### src/pps_pkg.sv
`timescale 1ns / 1ps
`default_nettype none
// ----------------------------------------------------------------------------
// pps_pkg
// shared widths, defaults and types of the prime sieve block
// ----------------------------------------------------------------------------
package pps_pkg;

   // width of one candidate number
   localparam int VALUE_WIDTH = 16;

   // default chain length
   localparam int NUM_CELLS_DEFAULT = 16;

   // status of the shared remainder unit toward the sequencer
   typedef struct packed {
      logic done;   // one-cycle pulse, remainder valid
      logic zero;   // remainder is zero
   } rem_status_type;

endpackage : pps_pkg
`default_nettype wire

### src/pipelined_prime_sieve.sv
`timescale 1ns / 1ps
`default_nettype none
// ----------------------------------------------------------------------------
// pipelined_prime_sieve
// prime sieve over a chain of kept primes, checked by one shared remainder unit
// ----------------------------------------------------------------------------
//
//  channel | ports                                   | direction
//  --------+-----------------------------------------+----------
//  req     | req_valid, req_stall, req_value         | in
//  rsp     | rsp_valid, rsp_stall, rsp_prime_value,  | out
//          | rsp_overflow                            |
//
//  an item is checked against the filled cells in order; each cell costs a ram
//  read of the kept prime, the shift-subtract steps of the remainder unit and
//  a decision; an item that survives every cell is then reported, and an item
//  that some kept prime divides is dropped
//  req_stall is high from the cycle after an accept until the item is done
//  the result sits in an output register, so the next item may be taken
//  while rsp_stall holds the previous result; a reporting item waits in its
//  last cycle while that register is still held
//  reset clears the fill count and the handshakes; the prime ram is not
//  cleared since only filled cells are ever read
//
module pipelined_prime_sieve
   import pps_pkg::*;
#(
   parameter int NUM_CELLS = NUM_CELLS_DEFAULT
) (
   input  wire logic                   clock,
   input  wire logic                   reset,
   input  wire logic                   req_valid,
   output logic                        req_stall,
   input  wire logic [VALUE_WIDTH-1:0] req_value,
   output logic                        rsp_valid,
   input  wire logic                   rsp_stall,
   output logic [VALUE_WIDTH-1:0]      rsp_prime_value,
   output logic                        rsp_overflow
);

   localparam int AddrWidth  = (NUM_CELLS > 1) ? $clog2(NUM_CELLS) : 1;
   localparam int CountWidth = $clog2(NUM_CELLS + 1);

   // sequencer states
   localparam logic [1:0] S_IDLE = 2'd0;   // waiting for an item
   localparam logic [1:0] S_LOAD = 2'd1;   // kept prime on ram output, start unit
   localparam logic [1:0] S_DIV  = 2'd2;   // remainder in progress
   localparam logic [1:0] S_EMIT = 2'd3;   // item survived, report it

   logic [1:0]             state_ff, state_in;
   logic [VALUE_WIDTH-1:0] value_ff, value_in;
   logic [AddrWidth-1:0]   idx_ff, idx_in;
   logic [CountWidth-1:0]  filled_ff, filled_in;
   logic [CountWidth-1:0]  idx_next;
   logic                   rsp_valid_ff, rsp_valid_in;
   logic [VALUE_WIDTH-1:0] rsp_value_ff, rsp_value_in;
   logic                   rsp_ovf_ff, rsp_ovf_in;

   logic                   req_take;
   logic                   out_free;
   logic                   chain_full;
   logic                   rem_start;
   rem_status_type         rem_status;
   logic                   ram_wr_en;
   logic [VALUE_WIDTH-1:0] ram_rd_data;

   assign req_stall  = (state_ff != S_IDLE);
   assign req_take   = req_valid && !req_stall;
   assign out_free   = !rsp_valid_ff || !rsp_stall;
   assign chain_full = (filled_ff == CountWidth'(NUM_CELLS));
   assign idx_next   = CountWidth'(idx_ff) + CountWidth'(1);
   assign rem_start  = (state_ff == S_LOAD);

   // sequencer: walk the filled cells one at a time through the shared unit
   always_comb begin
      state_in     = state_ff;
      value_in     = value_ff;
      idx_in       = idx_ff;
      filled_in    = filled_ff;
      ram_wr_en    = 1'b0;
      rsp_valid_in = rsp_valid_ff && rsp_stall;
      rsp_value_in = rsp_value_ff;
      rsp_ovf_in   = rsp_ovf_ff;
      case (state_ff)
         S_IDLE: begin
            if (req_take) begin
               value_in = req_value;
               idx_in   = '0;
               // empty chain: first item is captured right away
               state_in = (filled_ff == '0) ? S_EMIT : S_LOAD;
            end
         end
         S_LOAD: begin
            state_in = S_DIV;
         end
         S_DIV: begin
            if (rem_status.done) begin
               if (rem_status.zero) begin
                  // kept prime divides the item, drop it
                  state_in = S_IDLE;
               end else if (idx_next == filled_ff) begin
                  state_in = S_EMIT;
               end else begin
                  idx_in   = idx_next[AddrWidth-1:0];
                  state_in = S_LOAD;
               end
            end
         end
         S_EMIT: begin
            if (out_free) begin
               rsp_valid_in = 1'b1;
               rsp_value_in = value_ff;
               rsp_ovf_in   = chain_full;
               if (!chain_full) begin
                  // capture into the first empty cell
                  ram_wr_en = 1'b1;
                  filled_in = filled_ff + CountWidth'(1);
               end
               state_in = S_IDLE;
            end
         end
         default: begin
            state_in = S_IDLE;
         end
      endcase
   end

   always_ff @(posedge clock) begin
      if (reset) begin
         state_ff     <= S_IDLE;
         filled_ff    <= '0;
         rsp_valid_ff <= 1'b0;
      end else begin
         state_ff     <= state_in;
         filled_ff    <= filled_in;
         rsp_valid_ff <= rsp_valid_in;
      end
      value_ff     <= value_in;
      idx_ff       <= idx_in;
      rsp_value_ff <= rsp_value_in;
      rsp_ovf_ff   <= rsp_ovf_in;
   end

   // kept primes; read address is the next index so data is ready in S_LOAD
   pps_ram #(
      .WIDTH (VALUE_WIDTH),
      .DEPTH (NUM_CELLS)
   ) u_cell_ram (
      .clock   (clock),
      .wr_en   (ram_wr_en),
      .wr_addr (filled_ff[AddrWidth-1:0]),
      .wr_data (value_ff),
      .rd_addr (idx_in),
      .rd_data (ram_rd_data)
   );

   // shared remainder unit, item modulo kept prime
   pps_rem_unit u_rem (
      .clock    (clock),
      .reset    (reset),
      .start    (rem_start),
      .dividend (value_ff),
      .divisor  (ram_rd_data),
      .status   (rem_status)
   );

   assign rsp_valid       = rsp_valid_ff;
   assign rsp_prime_value = rsp_value_ff;
   assign rsp_overflow    = rsp_ovf_ff;

endmodule : pipelined_prime_sieve
`default_nettype wire

### src/pps_ram.sv
`timescale 1ns / 1ps
`default_nettype none
// ----------------------------------------------------------------------------
// pps_ram
// generic simple dual-port ram, one write port, one registered read port
// ----------------------------------------------------------------------------
module pps_ram #(
   parameter int WIDTH = 16,
   parameter int DEPTH = 16,
   localparam int AddrWidth = (DEPTH > 1) ? $clog2(DEPTH) : 1
) (
   input  wire logic                 clock,
   input  wire logic                 wr_en,
   input  wire logic [AddrWidth-1:0] wr_addr,
   input  wire logic [WIDTH-1:0]     wr_data,
   input  wire logic [AddrWidth-1:0] rd_addr,
   output logic      [WIDTH-1:0]     rd_data
);

   logic [WIDTH-1:0] mem [DEPTH];
   logic [WIDTH-1:0] rd_data_ff;

   always_ff @(posedge clock) begin
      if (wr_en) begin
         mem[wr_addr] <= wr_data;
      end
      rd_data_ff <= mem[rd_addr];
   end

   assign rd_data = rd_data_ff;

endmodule : pps_ram
`default_nettype wire

### src/pps_rem_unit.sv
`timescale 1ns / 1ps
`default_nettype none
// ----------------------------------------------------------------------------
// pps_rem_unit
// bit-serial restoring remainder, one dividend bit per cycle
// ----------------------------------------------------------------------------
module pps_rem_unit
   import pps_pkg::*;
(
   input  wire logic                   clock,
   input  wire logic                   reset,
   input  wire logic                   start,
   input  wire logic [VALUE_WIDTH-1:0] dividend,
   input  wire logic [VALUE_WIDTH-1:0] divisor,
   output rem_status_type              status
);

   localparam int CntWidth = $clog2(VALUE_WIDTH);

   logic                   run_ff, run_in;
   logic                   done_ff, done_in;
   logic [CntWidth-1:0]    cnt_ff, cnt_in;
   logic [VALUE_WIDTH-1:0] num_ff, num_in;
   logic [VALUE_WIDTH-1:0] div_ff, div_in;
   logic [VALUE_WIDTH-1:0] rem_ff, rem_in;
   logic [VALUE_WIDTH:0]   trial;

   // a zero divisor never subtracts anything, so the remainder is the dividend
   always_comb begin
      run_in  = run_ff;
      done_in = 1'b0;
      cnt_in  = cnt_ff;
      num_in  = num_ff;
      div_in  = div_ff;
      rem_in  = rem_ff;
      trial   = {rem_ff, num_ff[VALUE_WIDTH-1]};
      if (start) begin
         run_in = 1'b1;
         cnt_in = '0;
         num_in = dividend;
         div_in = divisor;
         rem_in = '0;
      end else if (run_ff) begin
         num_in = {num_ff[VALUE_WIDTH-2:0], 1'b0};
         if (trial >= {1'b0, div_ff}) begin
            rem_in = VALUE_WIDTH'(trial - {1'b0, div_ff});
         end else begin
            rem_in = trial[VALUE_WIDTH-1:0];
         end
         cnt_in = cnt_ff + CntWidth'(1);
         if (cnt_ff == CntWidth'(VALUE_WIDTH - 1)) begin
            run_in  = 1'b0;
            done_in = 1'b1;
         end
      end
   end

   always_ff @(posedge clock) begin
      if (reset) begin
         run_ff  <= 1'b0;
         done_ff <= 1'b0;
      end else begin
         run_ff  <= run_in;
         done_ff <= done_in;
      end
      cnt_ff <= cnt_in;
      num_ff <= num_in;
      div_ff <= div_in;
      rem_ff <= rem_in;
   end

   assign status.done = done_ff;
   assign status.zero = (rem_ff == '0);

endmodule : pps_rem_unit
`default_nettype wire

### config.mk
export PLATFORM = sky130hd
export DESIGN_NAME = pipelined_prime_sieve
export DESIGN_NICKNAME = d
export VERILOG_FILES = /design/src/pps_pkg.sv /design/src/pipelined_prime_sieve.sv /design/src/pps_ram.sv /design/src/pps_rem_unit.sv
export SDC_FILE = /design/constraint.sdc
export NUM_CORES = 1
export LEC_CHECK = 0
export BUFFER_PORTS_ARGS = -buffer_cell sky130_fd_sc_hd__buf_2
export CORE_UTILIZATION = 35
export DETAILED_ROUTE_END_ITERATION = 10
export GPL_TIMING_DRIVEN = 0
export PLACE_DENSITY = 0.57
export SYNTH_ARGS = -nofsm -noshare
export SYNTH_HDL_FRONTEND = slang
export SYNTH_HIERARCHICAL = 1
export SYNTH_SLANG_ARGS = --single-unit
### constraint.sdc
create_clock -name clock -period 6.7 [get_ports clock]
set_clock_uncertainty 0.1 [all_clocks]
set_input_delay 0.335 -clock clock [delete_from_list [all_inputs] [get_ports clock]]
set_output_delay 0.335 -clock clock [all_outputs]
set_load 0.01 [all_outputs]
==> results_dict.tcl, run 1 <==
set metrics [dict create \
    drt_iter0_drc 615 \
    area_taken_by_flip_flops_and_latches_um2 10600 \
    kind_of_capture_point_of_the_worst_setup_path "register" \
    wl_met1_um 14600 \
    final-hold-violation-count 0 \
    rsz0062_at_grt "false" \
    dieHeight_um 207 \
    relative_slew_slack 0.325 \
    antenna_violating_nets_post_route 0 \
    number_of_flip_flops_and_latches_in_the_synthesized_netlist 371 \
    cts_tree "yes" \
    synth_net_count 866 \
    synth.top_cell.area_share 0.655 \
    synth_top_cells_by_count "sky130_fd_sc_hd__edfxtp_1, sky130_fd_sc_hd__mux4_2, sky130_fd_sc_hd__dfxtp_1, sky130_fd_sc_hd__nor2_1, sky130_fd_sc_hd__nand2_1" \
    multi_input_comb_area_um2 3830 \
    worst-slew-pin-transition_ns 1.01 \
    route.detailed.wl_per_inst_um 20.8 \
    netlist_top_cells_area "sky130_fd_sc_hd__edfxtp_1, sky130_fd_sc_hd__mux4_2, sky130_fd_sc_hd__dfxtp_1" \
    root_buffer "sky130_fd_sc_hd__clkbuf_16" \
    dieArea_um2 42900 \
    gpl.final_weighted_congestion 0.776 \
    cap_violations 0 \
    cts.repair.resized 0 \
    final_layout_size_suffix_gt1_frac 0.238 \
    clock_sinks 371 \
    grt_pass1_wl_um 48100 \
    finish.net_count 981 \
    yosysWarningCount 6 \
    grt_pass1_vias 7763 \
    critPathKind "reg -> reg" \
    route.detailed.drc 2 \
    hpwl_um 20100 \
    port_buffers 38 \
    syn_avg_cell_area_um2 17.8 \
    tns_ns 0 \
    placementRows 74 \
    synth-edff-count 321 \
    synth.distinct_cells 63 \
    met3_length_um 1530 \
    static_power_due_to_leakage_nw 5.84 \
    power.ir.vdd_worst_mv 0.185 \
    grt_antenna_before_repair 0 \
    finalWorstSetupSlack_ns 2.84 \
    maximum_net_fanout_on_the_critical_path 12 \
    clkTransAtPathRegs_ns 0.06 \
    gr-usage-all-layers 0.149 \
    grt_remaining_overflow 0 \
    placement.setup.worst_slack_ns 2.72 \
    viasPerCell 5.05 \
    failed_checks "DRC" \
    syn_inst 825 \
    outcome "finished, violations left" \
    wirelength_um 31300 \
    io-pin-count 39 \
    synthMostInstantiatedCell "sky130_fd_sc_hd__edfxtp_1" \
    final_max_slew_viol_count 0 \
    top_layer "met4" \
    yosysSeqAreaShare 0.723 \
    start_kind "register" \
    final_period_minus_worst_setup_slack_ns 3.86 \
    cts_hold_buf 18 \
    numCtsBuffers 39 \
    initial_core_util 0.358 \
    grt_start_max_net_pins 21 \
    post-cts-setup-buffer-count 0 \
    detailroute.wirelength.met2_um 14600 \
    insertedDiodeCount 0 \
    clock_tree.buffer_depth 3 \
    timing.final.crit_share 0.576 \
    worstSkewPairLatency_ns 0.54 \
    setup_viol_count_final 0 \
    critPathRequiredTime_ns 7.00 \
    die_width_um 207 \
    area_delta_synth_final_pct 18.1 \
    synthFlopType "sky130_fd_sc_hd__edfxtp_1" \
    clock.fmax_ghz 0.259 \
    power_density_nw_per_um2 315 \
    mappedNetlistArea_um2 14700 \
    core_region_um2 41100 \
    detailedRoute.firstPassIterationCount 8 \
    ctsHtreeMaxLevel 2 \
    worst-endpoint-arrival_ns 4.16 \
    vias 7578 \
    num-fill-cells 3648 \
    async_reset_ff_frac 0 \
    holdCritPathClass "in -> reg" \
    synthDominantAreaCellType "sky130_fd_sc_hd__edfxtp_1" \
]
-- logic make-up after synthesis --
| family | after synthesis | share of synthesized area |
|---|---|---|
| fa+ha+maj | 21 | 0.0184 |
| mux | 95 | 0.123 |
| compound gates | 112 | 0.0525 |
| buf+inv | 58 | 0.0213 |
| xor+xnor | 23 | 0.0137 |
| simple gates | 145 | 0.0483 |
| flops | 371 | 0.723 |
-- metrics by stage --
| stage | instance area [um^2] | util | instances | power (mW) | hold slack [ns] |
|---|---|---|---|---|---|
| 3_3_place_gp | 15600 | 0.379 | 1395 | 3.37 | 0.289 |
| 2_1_floorplan | 14700 | - | 825 | 3.20 | 0.286 |
| 4_1_cts | 17400 | 0.423 | 1502 | 5.54 | 0.00560 |
| 6_report | 17400 | 0.423 | 1502 | 5.48 | 0.0202 |
| 3_5_place_dp | 15900 | 0.387 | 1413 | 3.38 | 0.289 |
| 5_1_grt | 17400 | 0.423 | 1502 | 5.72 | 0.0266 |
-- metal layers --
metal | vias to the layer above | global-route usage
met5 | - | 0
li1 | 3511 | -
met2 | 185 | 0.237
met4 | 0 | 0.0409
met3 | 47 | 0.0244
met1 | 3835 | 0.211
-- cell type report --
class                      instances  share of cell area
inverter                          26             0.00561
clock inverter                    20              0.0124
tap                              532              0.0383
clock buffer                      51              0.0610
buffer                            32              0.0124
timing repair buffer              74              0.0381
multi-input combinational        396               0.220
sequential                       371               0.612
-- final timing paths --
kind                               start                    end  slack, ns  cells after the start
setup / recovery            filled_ff[0]  u_cell_ram/rd_data[9]       2.84                     10
hold / removal                 rsp_stall              rsp_valid       0.02                      3
setup reg to reg            filled_ff[0]  u_cell_ram/rd_data[9]       2.84                     10
hold reg to reg   u_cell_ram/rd_data[12]       u_rem/div_ff[12]       0.29                      0
-- power by group --
| group | switching (mW) | leakage [nW] | internal, mW |
|---|---|---|---|
| clock | 0.894 | 0.620 | 1.25 |
| sequential | 0.104 | 3.31 | 2.60 |
| combinational | 0.345 | 1.90 | 0.294 |
| total | 1.34 | 5.84 | 4.14 |
-- flip-flops by register name (all words and copies together), names as in the netlist, 4 cells and up --
| register | flops |
|---|---|
| u_cell_ram/mem | 256 |
| rsp_prime_value | 16 |
| u_cell_ram/rd_data | 16 |
| u_rem/div_ff | 16 |
| u_rem/num_ff | 16 |
| u_rem/rem_ff | 16 |
| value_ff | 16 |
| filled_ff | 5 |
| idx_ff | 4 |
| u_rem/cnt_ff | 4 |
-- cell usage in the layout, fill, tap and decap left out, types with 12 or more instances in the layout --
cell type / netlist / routed
sky130_fd_sc_hd__a22oi_1: 32 / 32
sky130_fd_sc_hd__nor2_1: 49 / 37
sky130_fd_sc_hd__buf_2: 2 / 40
sky130_fd_sc_hd__mux4_2: 54 / 54
sky130_fd_sc_hd__xor2_1: 12 / 12
sky130_fd_sc_hd__mux2i_1: 16 / 16
sky130_fd_sc_hd__ha_1: 20 / 20
sky130_fd_sc_hd__nand2_1: 38 / 38
sky130_fd_sc_hd__o21ai_0: 19 / 19
sky130_fd_sc_hd__edfxtp_1: 321 / 321
sky130_fd_sc_hd__dfxtp_1: 50 / 50
sky130_fd_sc_hd__dlygate4sd3_1: 0 / 18
sky130_fd_sc_hd__a21oi_1: 21 / 20
sky130_fd_sc_hd__inv_1: 26 / 26
sky130_fd_sc_hd__clkbuf_1: 11 / 19
sky130_fd_sc_hd__clkbuf_16: 0 / 39
sky130_fd_sc_hd__mux2_2: 15 / 15
sky130_fd_sc_hd__buf_6: 9 / 13
sky130_fd_sc_hd__nor2_2: 0 / 12
-- critical path: stages (launching register included) --
cell and delay [ns]:
sky130_fd_sc_hd__dfxtp_1 0.67, sky130_fd_sc_hd__xor2_1 0.19, sky130_fd_sc_hd__nand2_1 0.11, sky130_fd_sc_hd__a2111oi_4 0.45
sky130_fd_sc_hd__or2_4 0.22, sky130_fd_sc_hd__mux2i_1 0.21, sky130_fd_sc_hd__buf_2 0.28, sky130_fd_sc_hd__buf_1 0.61
sky130_fd_sc_hd__mux4_2 0.45, sky130_fd_sc_hd__a22oi_1 0.32, sky130_fd_sc_hd__nand2_1 0.11
(Power assumes the default switching activity.)
==> run 2, diff against run 1 <==
==> constraint.sdc (replaced) <==
create_clock -name clock -period 3.68 [get_ports clock]
set_clock_uncertainty 0.1 [all_clocks]
set_input_delay 0.184 -clock clock [delete_from_list [all_inputs] [get_ports clock]]
set_output_delay 0.184 -clock clock [all_outputs]
set_load 0.01 [all_outputs]
==> results_dict.tcl, run 2 (synthesis gave the netlist of run 1 again) <==
set metrics [dict create \
    route.detailed.wl_per_inst_um 20.9 \
    post-cts-setup-buffer-count 0 \
    static_power_due_to_leakage_nw 5.87 \
    placementRows 74 \
    wirelength_um 31300 \
    grt_start_max_net_pins 21 \
    core_region_um2 41100 \
    final_max_slew_viol_count 0 \
    kind_of_capture_point_of_the_worst_setup_path "register" \
    numCtsBuffers 39 \
    clkTransAtPathRegs_ns 0.06 \
    antenna_violating_nets_post_route 0 \
    timing.final.crit_share 0.951 \
    dieHeight_um 207 \
    clock_sinks 371 \
    dieArea_um2 42900 \
    register_with_the_most_flip_flops "u_cell_ram/mem" \
    holdCritPathClass "in -> reg" \
    grt_remaining_overflow 0 \
    vias 7629 \
    viasPerCell 5.08 \
    ctsHtreeMaxLevel 2 \
    drt_iter0_drc 657 \
    gpl.final_weighted_congestion 0.776 \
    gr-usage-all-layers 0.149 \
    grt_pass1_wl_um 48100 \
    initial_core_util 0.358 \
    worst-slew-pin-transition_ns 1.01 \
    multi_input_comb_area_um2 3840 \
    setup_viol_count_final 0 \
    layout_commonest_cell "sky130_fd_sc_hd__edfxtp_1" \
    num-fill-cells 3647 \
    most_frequent_cells_in_the_layout "sky130_fd_sc_hd__edfxtp_1, sky130_fd_sc_hd__mux4_2, sky130_fd_sc_hd__dfxtp_1" \
    worst-endpoint-arrival_ns 3.78 \
    crit_slowest_cell "sky130_fd_sc_hd__dfxtp_1" \
    cp_top_family "compound AO/OA/AOI/OAI gates" \
    insertedDiodeCount 0 \
    detailedRoute.firstPassIterationCount 8 \
    final_layout_size_suffix_gt1_frac 0.246 \
    largest_reg_flops 256 \
    grt_antenna_before_repair 0 \
    placement.setup.worst_slack_ns -0.304 \
    port_buffers 38 \
    rsz0062_at_grt "true" \
    final_cell_count_no_fill 1503 \
    root_buffer "sky130_fd_sc_hd__clkbuf_16" \
    route.detailed.drc 2 \
    failed_checks "DRC" \
    clock_tree.buffer_depth 3 \
    relative_slew_slack 0.325 \
    area_delta_synth_final_pct 18.5 \
    clock.fmax_ghz 0.286 \
    maximum_net_fanout_on_the_critical_path 12 \
    hpwl_um 20100 \
    start_kind "register" \
    regToRegSetupSlack_ns 0.18 \
    cap_violations 0 \
    final_period_minus_worst_setup_slack_ns 3.50 \
    cts_tree "yes" \
    worstSkewPairLatency_ns 0.54 \
    area_taken_by_flip_flops_and_latches_um2 10600 \
    cell_total_after_placement 1413 \
    critPathRequiredTime_ns 3.96 \
    power.ir.vdd_worst_mv 0.336 \
    outcome "finished, violations left" \
    die_width_um 207 \
    worst_path_largest_cell_delay_ns 0.70 \
    finalWorstSetupSlack_ns 0.182 \
    final-hold-violation-count 0 \
    power_density_nw_per_um2 572 \
    grt_pass1_vias 7769 \
    critical_path.n_buffers_inverters 2 \
    finish.net_count 982 \
    critPathKind "reg -> reg" \
    io-pin-count 39 \
    critical_path.cell_chain "xor2_1, nand2_1, a2111oi_4, or2_4, mux2i_1, clkbuf_4, clkbuf_4, mux4_2, a22oi_1, nand2_1" \
]
==> run 2: changes by cell type in the layout (fill, tap and decap cells not counted), sizes merged <==
cell	previous run	this run
buf	76	72
clkbuf	63	67
dlygate4sd3	18	19
==> run 2: timing repair <==
item                                   4_1_cts  5_1_grt
setup endpoints to repair                   16       24
endpoints found under the hold margin       22        0
gates resized for setup                      5       16
hold buffers                                19        0
==> run 2: final cells by class <==
| cell class | instances | area share |
|---|---|---|
| Buffer | 32 | 0.0139 |
| Clock buffer | 51 | 0.0609 |
| Inverter | 26 | 0.00560 |
| Sequential cell | 371 | 0.610 |
| Multi-Input combinational cell | 396 | 0.220 |
| Clock inverter | 20 | 0.0123 |
| Timing Repair Buffer | 75 | 0.0386 |
| Tap cell | 532 | 0.0382 |
==> run 2: through the flow <==
step	power, mW	utilization	hold WS, ns	instance area, um^2	TNS, ns
finish	9.98	0.424	0.255	17400	0
global route	10.4	0.424	0.232	17400	-0.201
CTS	10.1	0.423	0.221	17400	0
detailed placement	6.15	0.387	0.262	15900	-3.16
global placement	6.13	0.379	0.260	15600	-115.32
floorplan	5.83	-	0.156	14700	0
==> run 2: routing by layer <==
layer | wire (um) | global-route usage | up-vias
met3 | 1540 | 0.0244 | 47
met4 | 608 | 0.0409 | 0
met2 | 14600 | 0.237 | 180
li1 | - | - | 3515
met1 | 14600 | 0.211 | 3887
met5 | 0 | 0 | -
==> run 2: path summary, 6_finish.rpt <==
check                               from                      to  cells after the start
setup / recovery            filled_ff[0]  u_cell_ram/rd_data[10]                     10
hold / removal              req_value[0]             value_ff[0]                      2
setup reg to reg            filled_ff[0]  u_cell_ram/rd_data[10]                     10
hold reg to reg   u_cell_ram/rd_data[12]        u_rem/div_ff[12]                      0
==> run 2: power breakdown <==
group	internal (mW)	switching (mW)	total [mW]
combinational	0.535	0.627	1.16
clock	2.27	1.63	3.90
sequential	4.73	0.190	4.92
